File: src/rtl/core/lema_pkg.sv
// Shared types and constants for the dual-channel light EMA filter.
// Holds payload structs, op and register codes, controller/datapath command types.
// No dependencies; compile first.
package lema_pkg;

  // Default values handed to the top-level parameters
  localparam int RawBitsDefault       = 20;
  localparam int ValueFracBitsDefault = 12;

  // Fixed field widths of the channel payloads and configuration registers
  localparam int RawCountW = 20;
  localparam int ValueW    = 32;
  localparam int CountW    = 32;
  localparam int ScaleW    = 32;
  localparam int AlphaW    = 16;
  localparam int SettleW   = 4;
  localparam int CfgIdxW   = 3;
  localparam int CfgDataW  = 32;

  // Register reset values
  localparam logic [ScaleW-1:0]  UvScaleReset      = 32'd29178;
  localparam logic [ScaleW-1:0]  AlsScaleReset     = 32'd3355443;
  localparam logic [AlphaW-1:0]  EmaAlphaReset     = 16'd19661;
  localparam logic [SettleW-1:0] SettleSamplesReset = 4'd2;
  localparam logic               DefaultModeReset  = 1'b0;

  typedef enum logic [1:0] {
    OP_SAMPLE   = 2'd0,
    OP_SET_MODE = 2'd1,
    OP_CLEAR    = 2'd2
  } op_code_t;

  typedef enum logic [CfgIdxW-1:0] {
    REG_UV_SCALE       = 3'd0,
    REG_ALS_SCALE      = 3'd1,
    REG_EMA_ALPHA      = 3'd2,
    REG_SETTLE_SAMPLES = 3'd3,
    REG_DEFAULT_MODE   = 3'd4
  } cfg_reg_t;

  // What a transaction does to the state at commit
  typedef enum logic [2:0] {
    KIND_FILTER   = 3'd0,
    KIND_DISCARD  = 3'd1,
    KIND_SET_MODE = 3'd2,
    KIND_CLEAR    = 3'd3,
    KIND_STATUS   = 3'd4
  } item_kind_t;

  typedef struct packed {
    logic [1:0]           op;
    logic [RawCountW-1:0] raw_count;
    logic                 reading_ok;
    logic                 new_mode;
  } in_item_t;

  typedef struct packed {
    logic [ValueW-1:0] value;
    logic              held;
    logic              settling;
    logic              current_mode;
    logic [CountW-1:0] uv_invalid_total;
    logic [CountW-1:0] als_invalid_total;
    logic [CountW-1:0] uv_sample_total;
    logic [CountW-1:0] als_sample_total;
    logic [CountW-1:0] mode_changes;
  } out_item_t;

  typedef struct packed {
    logic       load;
    logic       mul_en;
    logic       mul_alpha;
    logic       diff_en;
    logic       commit;
    item_kind_t kind;
  } dp_cmd_t;

  typedef struct packed {
    item_kind_t in_kind;
  } dp_status_t;

endpackage

File: src/rtl/core/lema_stream_if.sv
// Valid/ready stream interface used for the input and result channels.
// Payload type is set per instance; no package dependency.
interface lema_stream_if #(
  parameter type payload_t = logic
) ();
  logic     valid;
  logic     ready;
  payload_t data;

  modport source (output valid, output data, input ready);
  modport sink   (input valid, input data, output ready);
endinterface

File: src/rtl/core/dual_channel_light_ema_filter_unit.sv
// Channel   Dir  Handshake      Payload
// in_ch     in   valid/ready    op, raw_count, reading_ok, new_mode
// out_ch    out  valid/ready    value, held, settling, current_mode, five counters
// cfg       in   cfg_we only    cfg_index selects register, cfg_data
//
// A filtered sample steps through the scale multiply, difference, alpha multiply
// and commit states, the two multiplies sharing one 32 x max(RAW_BITS, 16)
// multiplier; its result is registered at commit, after which the controller
// returns to idle. Discarded samples, set-mode, clear and status transactions go
// straight from acceptance to commit.
// Synchronous active-high reset restores register defaults and clears filter state.
// A stalled result holds in the output register; the next transaction is taken
// meanwhile and waits at commit until the output register frees.
module dual_channel_light_ema_filter_unit #(
  parameter int RAW_BITS        = lema_pkg::RawBitsDefault,
  parameter int VALUE_FRAC_BITS = lema_pkg::ValueFracBitsDefault
) (
  input  logic                          clk,
  input  logic                          rst,
  input  logic                          cfg_we,
  input  logic [lema_pkg::CfgIdxW-1:0]  cfg_index,
  input  logic [lema_pkg::CfgDataW-1:0] cfg_data,
  lema_stream_if.sink                   in_ch,
  lema_stream_if.source                 out_ch
);
  import lema_pkg::*;

  dp_cmd_t    cmd;
  dp_status_t status;
  in_item_t   in_item;
  out_item_t  out_item;

  assign in_item     = in_ch.data;
  assign out_ch.data = out_item;

  lema_ctrl u_ctrl (
    .clk       (clk),
    .rst       (rst),
    .in_valid  (in_ch.valid),
    .in_ready  (in_ch.ready),
    .out_valid (out_ch.valid),
    .out_ready (out_ch.ready),
    .status    (status),
    .cmd       (cmd)
  );

  lema_dp #(
    .RAW_BITS        (RAW_BITS),
    .VALUE_FRAC_BITS (VALUE_FRAC_BITS)
  ) u_dp (
    .clk       (clk),
    .rst       (rst),
    .cfg_we    (cfg_we),
    .cfg_index (cfg_index),
    .cfg_data  (cfg_data),
    .in_item   (in_item),
    .cmd       (cmd),
    .status    (status),
    .out_item  (out_item)
  );

`ifndef SYNTHESIS
  // commit never overwrites a result that is still waiting
  assert property (@(posedge clk) disable iff (rst)
    cmd.commit |-> (!out_ch.valid || out_ch.ready))
    else $error("commit while output register occupied");

  // one transaction at a time: busy right after acceptance
  assert property (@(posedge clk) disable iff (rst)
    (in_ch.valid && in_ch.ready) |=> !in_ch.ready)
    else $error("input accepted while busy");

  // a freshly filtered value never comes out while settling
  assert property (@(posedge clk) disable iff (rst)
    (out_ch.valid && !out_ch.data.held) |-> !out_ch.data.settling)
    else $error("new value reported during settling");

  // a commit always follows its transaction and is followed by a valid result
  assert property (@(posedge clk) disable iff (rst)
    cmd.commit |=> out_ch.valid)
    else $error("result not presented after commit");
`endif

endmodule

File: src/rtl/core/lema_ctrl.sv
// Sequencing state machine for the light EMA filter.
// Depends on lema_pkg for command and status types.
module lema_ctrl (
  input  logic                 clk,
  input  logic                 rst,
  input  logic                 in_valid,
  output logic                 in_ready,
  output logic                 out_valid,
  input  logic                 out_ready,
  input  lema_pkg::dp_status_t status,
  output lema_pkg::dp_cmd_t    cmd
);
  import lema_pkg::*;

  typedef enum logic [4:0] {
    S_IDLE  = 5'b00001,
    S_SCALE = 5'b00010,
    S_DIFF  = 5'b00100,
    S_ALPHA = 5'b01000,
    S_WRITE = 5'b10000
  } state_t;

  state_t     state, state_next;
  item_kind_t kind, kind_next;
  logic       out_valid_next;
  logic       out_free;

  assign out_free = !out_valid || out_ready;
  assign in_ready = (state == S_IDLE);

  always_comb begin
    state_next    = state;
    kind_next     = kind;
    cmd           = '0;
    cmd.kind      = kind;
    case (state)
      S_IDLE: begin
        if (in_valid) begin
          cmd.load  = 1'b1;
          kind_next = status.in_kind;
          state_next = (status.in_kind == KIND_FILTER) ? S_SCALE : S_WRITE;
        end
      end
      S_SCALE: begin
        cmd.mul_en = 1'b1;
        state_next = S_DIFF;
      end
      S_DIFF: begin
        cmd.diff_en = 1'b1;
        state_next  = S_ALPHA;
      end
      S_ALPHA: begin
        cmd.mul_en    = 1'b1;
        cmd.mul_alpha = 1'b1;
        state_next    = S_WRITE;
      end
      S_WRITE: begin
        // hold until the result register is free
        if (out_free) begin
          cmd.commit = 1'b1;
          state_next = S_IDLE;
        end
      end
      default: state_next = S_IDLE;
    endcase
  end

  always_comb begin
    if (cmd.commit) begin
      out_valid_next = 1'b1;
    end else if (out_ready) begin
      out_valid_next = 1'b0;
    end else begin
      out_valid_next = out_valid;
    end
  end

  always_ff @(posedge clk) begin
    if (rst) begin
      state     <= S_IDLE;
      kind      <= KIND_STATUS;
      out_valid <= 1'b0;
    end else begin
      state     <= state_next;
      kind      <= kind_next;
      out_valid <= out_valid_next;
    end
  end

endmodule

File: src/rtl/core/lema_dp.sv
// Datapath of the light EMA filter: registers, shared multiplier, EMA update.
// Depends on lema_pkg for payload, register codes and command types.
module lema_dp #(
  parameter int RAW_BITS        = lema_pkg::RawBitsDefault,
  parameter int VALUE_FRAC_BITS = lema_pkg::ValueFracBitsDefault
) (
  input  logic                                clk,
  input  logic                                rst,
  input  logic                                cfg_we,
  input  logic [lema_pkg::CfgIdxW-1:0]        cfg_index,
  input  logic [lema_pkg::CfgDataW-1:0]       cfg_data,
  input  lema_pkg::in_item_t                  in_item,
  input  lema_pkg::dp_cmd_t                   cmd,
  output lema_pkg::dp_status_t                status,
  output lema_pkg::out_item_t                 out_item
);
  import lema_pkg::*;

  localparam int MulBW      = (RAW_BITS > AlphaW) ? RAW_BITS : AlphaW;
  localparam int ProdW      = ScaleW + MulBW;
  localparam int ScaleShift = 24 - VALUE_FRAC_BITS;

  // configuration registers
  logic [ScaleW-1:0]  uv_scale, als_scale;
  logic [AlphaW-1:0]  ema_alpha;
  logic [SettleW-1:0] settle_samples;
  logic               default_mode;

  // filter state
  logic               mode_reg, mode_reg_next;
  logic               settling_flag, settling_flag_next;
  logic [SettleW-1:0] settle_left, settle_left_next;
  logic [ValueW-1:0]  uv_filtered, uv_filtered_next;
  logic [ValueW-1:0]  als_filtered, als_filtered_next;
  logic               uv_seeded, uv_seeded_next;
  logic               als_seeded, als_seeded_next;
  logic [CountW-1:0]  uv_bad_count, uv_bad_count_next;
  logic [CountW-1:0]  als_bad_count, als_bad_count_next;
  logic [CountW-1:0]  uv_good_count, uv_good_count_next;
  logic [CountW-1:0]  als_good_count, als_good_count_next;
  logic [CountW-1:0]  switch_total, switch_total_next;

  // working registers
  logic [RAW_BITS-1:0] raw_q;
  logic                new_mode_q;
  logic [ProdW-1:0]    prod;
  logic [ValueW-1:0]   x_q;
  logic [ValueW-1:0]   diff_q;
  logic                ge_q;

  logic [ScaleW-1:0]  mul_a;
  logic [MulBW-1:0]   mul_b;
  logic [ProdW-1:0]   shifted;
  logic [ValueW-1:0]  x_sat;
  logic [ValueW-1:0]  y_cur;
  logic               seeded_cur;
  logic [ValueW-1:0]  corr;
  logic [ValueW-1:0]  ema_new;
  logic [SettleW-1:0] left_dec;
  out_item_t          out_next;

  // classify the incoming transaction against the current settling state
  always_comb begin
    case (in_item.op)
      OP_SAMPLE:   status.in_kind = (settling_flag || !in_item.reading_ok) ?
                                    KIND_DISCARD : KIND_FILTER;
      OP_SET_MODE: status.in_kind = KIND_SET_MODE;
      OP_CLEAR:    status.in_kind = KIND_CLEAR;
      default:     status.in_kind = KIND_STATUS;
    endcase
  end

  // shared multiplier operands: count times scale, then alpha times difference
  assign mul_a = cmd.mul_alpha ? diff_q : (mode_reg ? uv_scale : als_scale);
  assign mul_b = cmd.mul_alpha ? MulBW'(ema_alpha) : MulBW'(raw_q);

  assign shifted    = prod >> ScaleShift;
  assign x_sat      = (|shifted[ProdW-1:ValueW]) ? '1 : shifted[ValueW-1:0];
  assign y_cur      = mode_reg ? uv_filtered : als_filtered;
  assign seeded_cur = mode_reg ? uv_seeded : als_seeded;
  assign corr       = prod[AlphaW +: ValueW];
  assign left_dec   = (settle_left != '0) ? settle_left - 1'b1 : settle_left;

  always_comb begin
    if (!seeded_cur) begin
      ema_new = x_q;
    end else if (ge_q) begin
      ema_new = y_cur + corr;
    end else begin
      ema_new = y_cur - corr;
    end
  end

  always_comb begin
    mode_reg_next       = mode_reg;
    settling_flag_next  = settling_flag;
    settle_left_next    = settle_left;
    uv_filtered_next    = uv_filtered;
    als_filtered_next   = als_filtered;
    uv_seeded_next      = uv_seeded;
    als_seeded_next     = als_seeded;
    uv_bad_count_next   = uv_bad_count;
    als_bad_count_next  = als_bad_count;
    uv_good_count_next  = uv_good_count;
    als_good_count_next = als_good_count;
    switch_total_next   = switch_total;
    case (cmd.kind)
      KIND_FILTER: begin
        if (mode_reg) begin
          uv_filtered_next   = ema_new;
          uv_seeded_next     = 1'b1;
          uv_good_count_next = uv_good_count + 1'b1;
        end else begin
          als_filtered_next   = ema_new;
          als_seeded_next     = 1'b1;
          als_good_count_next = als_good_count + 1'b1;
        end
      end
      KIND_DISCARD: begin
        if (settling_flag) begin
          settle_left_next = left_dec;
          if (left_dec == '0) begin
            settling_flag_next = 1'b0;
          end
        end
        if (mode_reg) begin
          uv_bad_count_next = uv_bad_count + 1'b1;
        end else begin
          als_bad_count_next = als_bad_count + 1'b1;
        end
      end
      KIND_SET_MODE: begin
        if (mode_reg != new_mode_q) begin
          switch_total_next = switch_total + 1'b1;
        end
        mode_reg_next      = new_mode_q;
        settling_flag_next = 1'b1;
        settle_left_next   = settle_samples;
      end
      KIND_CLEAR: begin
        mode_reg_next       = default_mode;
        settling_flag_next  = 1'b0;
        settle_left_next    = '0;
        uv_filtered_next    = '0;
        als_filtered_next   = '0;
        uv_seeded_next      = 1'b0;
        als_seeded_next     = 1'b0;
        uv_bad_count_next   = '0;
        als_bad_count_next  = '0;
        uv_good_count_next  = '0;
        als_good_count_next = '0;
        switch_total_next   = '0;
      end
      default: ;
    endcase
  end

  always_comb begin
    out_next.value             = mode_reg_next ? uv_filtered_next : als_filtered_next;
    out_next.held              = (cmd.kind != KIND_FILTER);
    out_next.settling          = settling_flag_next;
    out_next.current_mode      = mode_reg_next;
    out_next.uv_invalid_total  = uv_bad_count_next;
    out_next.als_invalid_total = als_bad_count_next;
    out_next.uv_sample_total   = uv_good_count_next;
    out_next.als_sample_total  = als_good_count_next;
    out_next.mode_changes      = switch_total_next;
  end

  always_ff @(posedge clk) begin
    if (rst) begin
      uv_scale       <= UvScaleReset;
      als_scale      <= AlsScaleReset;
      ema_alpha      <= EmaAlphaReset;
      settle_samples <= SettleSamplesReset;
      default_mode   <= DefaultModeReset;
    end else if (cfg_we) begin
      case (cfg_index)
        REG_UV_SCALE:       uv_scale       <= cfg_data[ScaleW-1:0];
        REG_ALS_SCALE:      als_scale      <= cfg_data[ScaleW-1:0];
        REG_EMA_ALPHA:      ema_alpha      <= cfg_data[AlphaW-1:0];
        REG_SETTLE_SAMPLES: settle_samples <= cfg_data[SettleW-1:0];
        REG_DEFAULT_MODE:   default_mode   <= cfg_data[0];
        default: ;
      endcase
    end
  end

  always_ff @(posedge clk) begin
    if (rst) begin
      mode_reg       <= DefaultModeReset;
      settling_flag  <= 1'b0;
      settle_left    <= '0;
      uv_filtered    <= '0;
      als_filtered   <= '0;
      uv_seeded      <= 1'b0;
      als_seeded     <= 1'b0;
      uv_bad_count   <= '0;
      als_bad_count  <= '0;
      uv_good_count  <= '0;
      als_good_count <= '0;
      switch_total   <= '0;
    end else if (cmd.commit) begin
      mode_reg       <= mode_reg_next;
      settling_flag  <= settling_flag_next;
      settle_left    <= settle_left_next;
      uv_filtered    <= uv_filtered_next;
      als_filtered   <= als_filtered_next;
      uv_seeded      <= uv_seeded_next;
      als_seeded     <= als_seeded_next;
      uv_bad_count   <= uv_bad_count_next;
      als_bad_count  <= als_bad_count_next;
      uv_good_count  <= uv_good_count_next;
      als_good_count <= als_good_count_next;
      switch_total   <= switch_total_next;
    end
  end

  always_ff @(posedge clk) begin
    if (cmd.load) begin
      raw_q      <= RAW_BITS'(in_item.raw_count);
      new_mode_q <= in_item.new_mode;
    end
    if (cmd.mul_en) begin
      prod <= {{MulBW{1'b0}}, mul_a} * {{ScaleW{1'b0}}, mul_b};
    end
    if (cmd.diff_en) begin
      x_q    <= x_sat;
      ge_q   <= (x_sat >= y_cur);
      diff_q <= (x_sat >= y_cur) ? x_sat - y_cur : y_cur - x_sat;
    end
    if (cmd.commit) begin
      out_item <= out_next;
    end
  end

endmodule

File: src/flat_wrapper.sv
// flat-port wrapper written by rule: the top's interface ports become plain ports
module dual_channel_light_ema_filter_unit_flat import lema_pkg::*;
#(
  parameter int RAW_BITS        = lema_pkg::RawBitsDefault,
  parameter int VALUE_FRAC_BITS = lema_pkg::ValueFracBitsDefault
)
  (clk, rst, cfg_we, cfg_index, cfg_data, in_ch_valid, in_ch_data, in_ch_ready, out_ch_valid, out_ch_data, out_ch_ready);
  lema_stream_if #(.payload_t(in_item_t)) in_ch_i ();
  lema_stream_if #(.payload_t(out_item_t)) out_ch_i ();
  input  logic clk;
  input  logic rst;
  input  logic cfg_we;
  input  logic [lema_pkg::CfgIdxW-1:0] cfg_index;
  input  logic [lema_pkg::CfgDataW-1:0] cfg_data;
  input wire logic [$bits(in_ch_i.valid)-1:0] in_ch_valid;
  input wire logic [$bits(in_ch_i.data)-1:0] in_ch_data;
  output wire logic [$bits(in_ch_i.ready)-1:0] in_ch_ready;
  output wire logic [$bits(out_ch_i.valid)-1:0] out_ch_valid;
  output wire logic [$bits(out_ch_i.data)-1:0] out_ch_data;
  input wire logic [$bits(out_ch_i.ready)-1:0] out_ch_ready;
  assign in_ch_i.valid = in_ch_valid;
  assign in_ch_i.data = in_ch_data;
  assign in_ch_ready = in_ch_i.ready;
  assign out_ch_valid = out_ch_i.valid;
  assign out_ch_data = out_ch_i.data;
  assign out_ch_i.ready = out_ch_ready;
  dual_channel_light_ema_filter_unit #(.RAW_BITS(RAW_BITS), .VALUE_FRAC_BITS(VALUE_FRAC_BITS)) u_core (.clk(clk), .rst(rst), .cfg_we(cfg_we), .cfg_index(cfg_index), .cfg_data(cfg_data), .in_ch(in_ch_i), .out_ch(out_ch_i));
endmodule
File: config.mk
export PLATFORM = sky130hd
export DESIGN_NAME = dual_channel_light_ema_filter_unit_flat
export DESIGN_NICKNAME = d
export VERILOG_FILES = /design/src/rtl/core/lema_pkg.sv /design/src/rtl/core/lema_stream_if.sv /design/src/rtl/core/dual_channel_light_ema_filter_unit.sv /design/src/rtl/core/lema_ctrl.sv /design/src/rtl/core/lema_dp.sv /design/src/flat_wrapper.sv
export SDC_FILE = /design/constraint.sdc
export NUM_CORES = 2
export LEC_CHECK = 0
export CAP_MARGIN = 20
export CORE_ASPECT_RATIO = 0.8
export CORE_MARGIN = 10
export CORE_UTILIZATION = 35
export CTS_CLUSTER_DIAMETER = 200
export DETAILED_ROUTE_END_ITERATION = 12
export DONT_BUFFER_PORTS = 1
export PLACE_DENSITY = 0.45
export SLEW_MARGIN = 25
export SYNTH_ARGS = -nofsm -noshare
export SYNTH_HDL_FRONTEND = slang
export SYNTH_SLANG_ARGS = --single-unit
File: constraint.sdc
create_clock -name clk -period 9.8 [get_ports clk]
set_input_delay 0.98 -clock clk [delete_from_list [all_inputs] [get_ports clk]]
set_output_delay 0.98 -clock clk [all_outputs]
set_load 0.005 [all_outputs]
==> reports/results.ini <==
[worst_setup_path]
arrival_ns = 9.81
rr_worst_depth = 28
crit_family = adder cells
r2r_end = u_core.u_dp.prod[50]$_DFFE_PP_
cp-start-kind = flop
crit_path_end_kind = flop
cp_slowest_cell = fa_1
rrSetupSlack_ns = 0.43
worst-path-max-fanout = 59
critPathBufInv = 7
cp.required_ns = 10.24
worst_path_most_repeated_cell = fa_1
timing.rr.start = u_core.u_ctrl.state[3]$_SDFFE_PP0P_
max_stage_delay_ns = 0.57
path_class = reg2reg

[placed_design]
gp_congestion = 0.921
postPlaceCellArea_sq_mm = 0.0559
hpwl_um = 143000
io_buffer_count = 0

[yosys]
synth_fp_nets = 6908
synth_top_family_by_area = adder cells
async_flop_share_pct = 0
synth_compound_area_share_pct = 12.3
syn_inst = 6043
synthTopCellsByCount = nand2_1 (926), nor2_1 (710), inv_1 (699)
synthAdderAreaFrac_pct = 26.3
synth_top_area_cell = fa_1
synth_ff_type = dfxtp_1
seq_area_frac_synth_pct = 30.2
synth_edf_count = 321
synth.most_common_cell = nand2_1
yosys.area_share.simple_pct = 18.2
synth_xor_xnor_area_share_pct = 2.95
ys_seq_elements = 647
syn_area_per_cell_sq_um = 8.85
ys_types = 93
synthTopCellsByArea = fa_1 (20%), edfxtp_1 (18%), dfxtp_1 (12%), nand2_1 (6.5%), ha_1 (6.1%)
syn_area_sq_mm = 0.0535
muxShareOfSynthArea_pct = 3.11
synth_top_area_share_pct = 20.1
synth_warnings = 0

[cts]
cts_tree = built
numCtsBuffers = 78
cts.sinks = 647
postCtsSetupBuffers = 0
clock_path_buffers = 3
clock_latency_ns = 0.71
cts_root_buf = clkbuf_16
clk_pin_slew_ns = 0.06
h-tree-depth = 3

[final_layout]
regMostFlops = u_core.u_dp.out_item
utilization_pct = 38.6
largest_reg_flops = 195
fin_area_sq_mm = 0.0587
top_regs = u_core.u_dp.out_item (195), u_core.u_dp.prod (40)
layout.nets = 6811
drive_gt1_share_pct = 6.32
area.growth.synth_to_final_pct = 9.68

[floorplan]
rows = 128
coreArea_sq_mm = 0.152
die-area_sq_mm = 0.169
die_y_um = 370
die_x_um = 457
io_pins = 261
initial_core_util_pct = 35.2

[run]
cap_viol_max_count = 0

[route]
vias = 42400
viasPerCell = 5.28
first_iter_violations = 3471
routedWlPerCell_um = 23.0
drt_first_pass_iters = 6
wl_um = 184000
final_antenna_net_count = 0
drcViolationCount = 0

[global_routing]
first_global_vias = 41200
overflow = 0
grt_antenna_before_repair = 13
grt_pass1_wl_um = 276000
grt_max_degree = 329
grtUsageTotal_pct = 21.4

[worst_hold_path]
worstHoldStart = in_ch_data[10]
min_to = u_core.u_dp.raw_q[8]$_DFFE_PP_
hold_depth = 0
hold_path_class = in2reg

[pwr]
powerDensity_mw_per_mm2 = 311
ir_drop_mv = 0.803
total_leakage_power_nw = 24.6

[timing]
clock_skew_ns = 0.0341
relSlewSlack_pct = 24.6
hold_viol = 0
fmax_mhz = 107
fin_crit_ns = 9.37
finalCritPeriodShare_pct = 95.6
rsz0062_at_grt = no
final.setup.tns_ns = 0
setup_viol_count_final = 0
worst_pin_slew_ns = 1.11
maxSlewViolCount = 0

[status]
outcome = finished, final reports clean

[cells in the final DEF (no fill, tap or decap), types with 20 or more instances in the layout]
master,count
nand2_1,924
nor2_1,704
inv_1,699
fa_1,538
a21oi_1,388
dfxtp_1,325
edfxtp_1,321
ha_1,263
o21ai_0,188
nand3_1,119
buf_4,109
nor3_1,108
xor2_1,96
a21o_1,85
xnor2_1,84
clkbuf_16,84
mux2i_1,83
mux2_2,65
nand4_1,63
nand2b_1,56
a22oi_1,53
o21a_1,48
and3_1,43
nand3b_1,37
a31oi_1,33
o21ai_1,33
o211ai_1,32
o31ai_1,32
and2_1,29
o21bai_1,27
nor2b_1,25
or3_1,24
a221oi_1,21
clkbuf_1,20
[metrics by stage]
| step | setup WS [ns] | cells | power [mW] | hold WS [ns] |
|---|---|---|---|---|
| 6_report | 0.428 | 8033 | 18.3 | 0.363 |
| 4_1_cts | 0.516 | 8022 | 18.4 | 0.293 |
| 2_1_floorplan | 1.47 | 6043 | 12.1 | 0.433 |
| 5_1_grt | 0.00260 | 8030 | 19.9 | 0.305 |
| 3_5_place_dp | 0.577 | 7878 | 15.2 | 0.446 |
| 3_3_place_gp | 0.595 | 7878 | 15.2 | 0.441 |
[area by class of cell]
cell class,count,area [sq um]
diodes,8,20.0
inverters,701,2640
well taps,2015,2520
clock inverters,28,360
fillers,15500,93500
flip-flops and latches,647,16200
repair buffers,113,906
clock buffers,116,2340
multi-input cells,4405,33700
[worst max-delay path by stage]
stage,cells past startpoint,slack [ns],from,end
after floorplan,30,1.47,u_core.u_ctrl.state[0]$_SDFFE_PP1P_,u_core.u_dp.prod[40]$_DFFE_PP_
after global placement,29,0.59,u_core.u_ctrl.state[3]$_SDFFE_PP0P_,u_core.u_dp.prod[50]$_DFFE_PP_
after detailed placement,29,0.58,u_core.u_ctrl.state[3]$_SDFFE_PP0P_,u_core.u_dp.prod[47]$_DFFE_PP_
after CTS,29,0.52,u_core.u_ctrl.state[3]$_SDFFE_PP0P_,u_core.u_dp.prod[47]$_DFFE_PP_
after global routing,28,0.003,u_core.u_ctrl.state[3]$_SDFFE_PP0P_,u_core.u_dp.prod[50]$_DFFE_PP_
final,28,0.43,u_core.u_ctrl.state[3]$_SDFFE_PP0P_,u_core.u_dp.prod[50]$_DFFE_PP_
[power breakdown]
| group | leakage (nW) | internal [mW] | switching, mW | total [mW] |
|---|---|---|---|---|
| registers | 5.46 | 3.38 | 0.0567 | 3.43 |
| logic | 17.8 | 4.57 | 7.17 | 11.7 |
| clock network | 1.31 | 1.76 | 1.33 | 3.09 |
| total | 24.6 | 9.71 | 8.55 | 18.3 |
[per-layer routing]
layer	global-route usage [%]	part of all wire (%)	vias up
met4	5.21	2.5	6
li1	-	-	19900
met1	30.7	47	21100
met5	0	0.016	-
met3	4.51	6.8	196
met2	32.7	44	1271
[repair_timing]
item	in CTS	in global routing
gates resized for setup	0	2
endpoints found under the setup margin	0	3
hold buffers	0	0
[cell families (layout without fill, tap and decap cells)]
group | count (synthesis) | after routing
xor gates and xnor gates | 180 | 180
muxes | 158 | 158
and+or+nand+nor | 2213 | 2213
adders and majority gates | 801 | 801
other | 0 | 8
AOI/OAI and AO/OA | 1053 | 1053
DFF | 647 | 647
buffers and inverters | 991 | 958
[worst register-to-register path: cells and delay by family (launching register included)]
kind            cells  cell delay, ns
fa+ha+maj           8            3.95
compound gates      4            0.93
mux                 1            0.55
simple gates        7            2.00
buf+inv             7            1.11
xor+xnor            1            0.14
flops               1            0.42
Power figures use the tool's default switching activity.
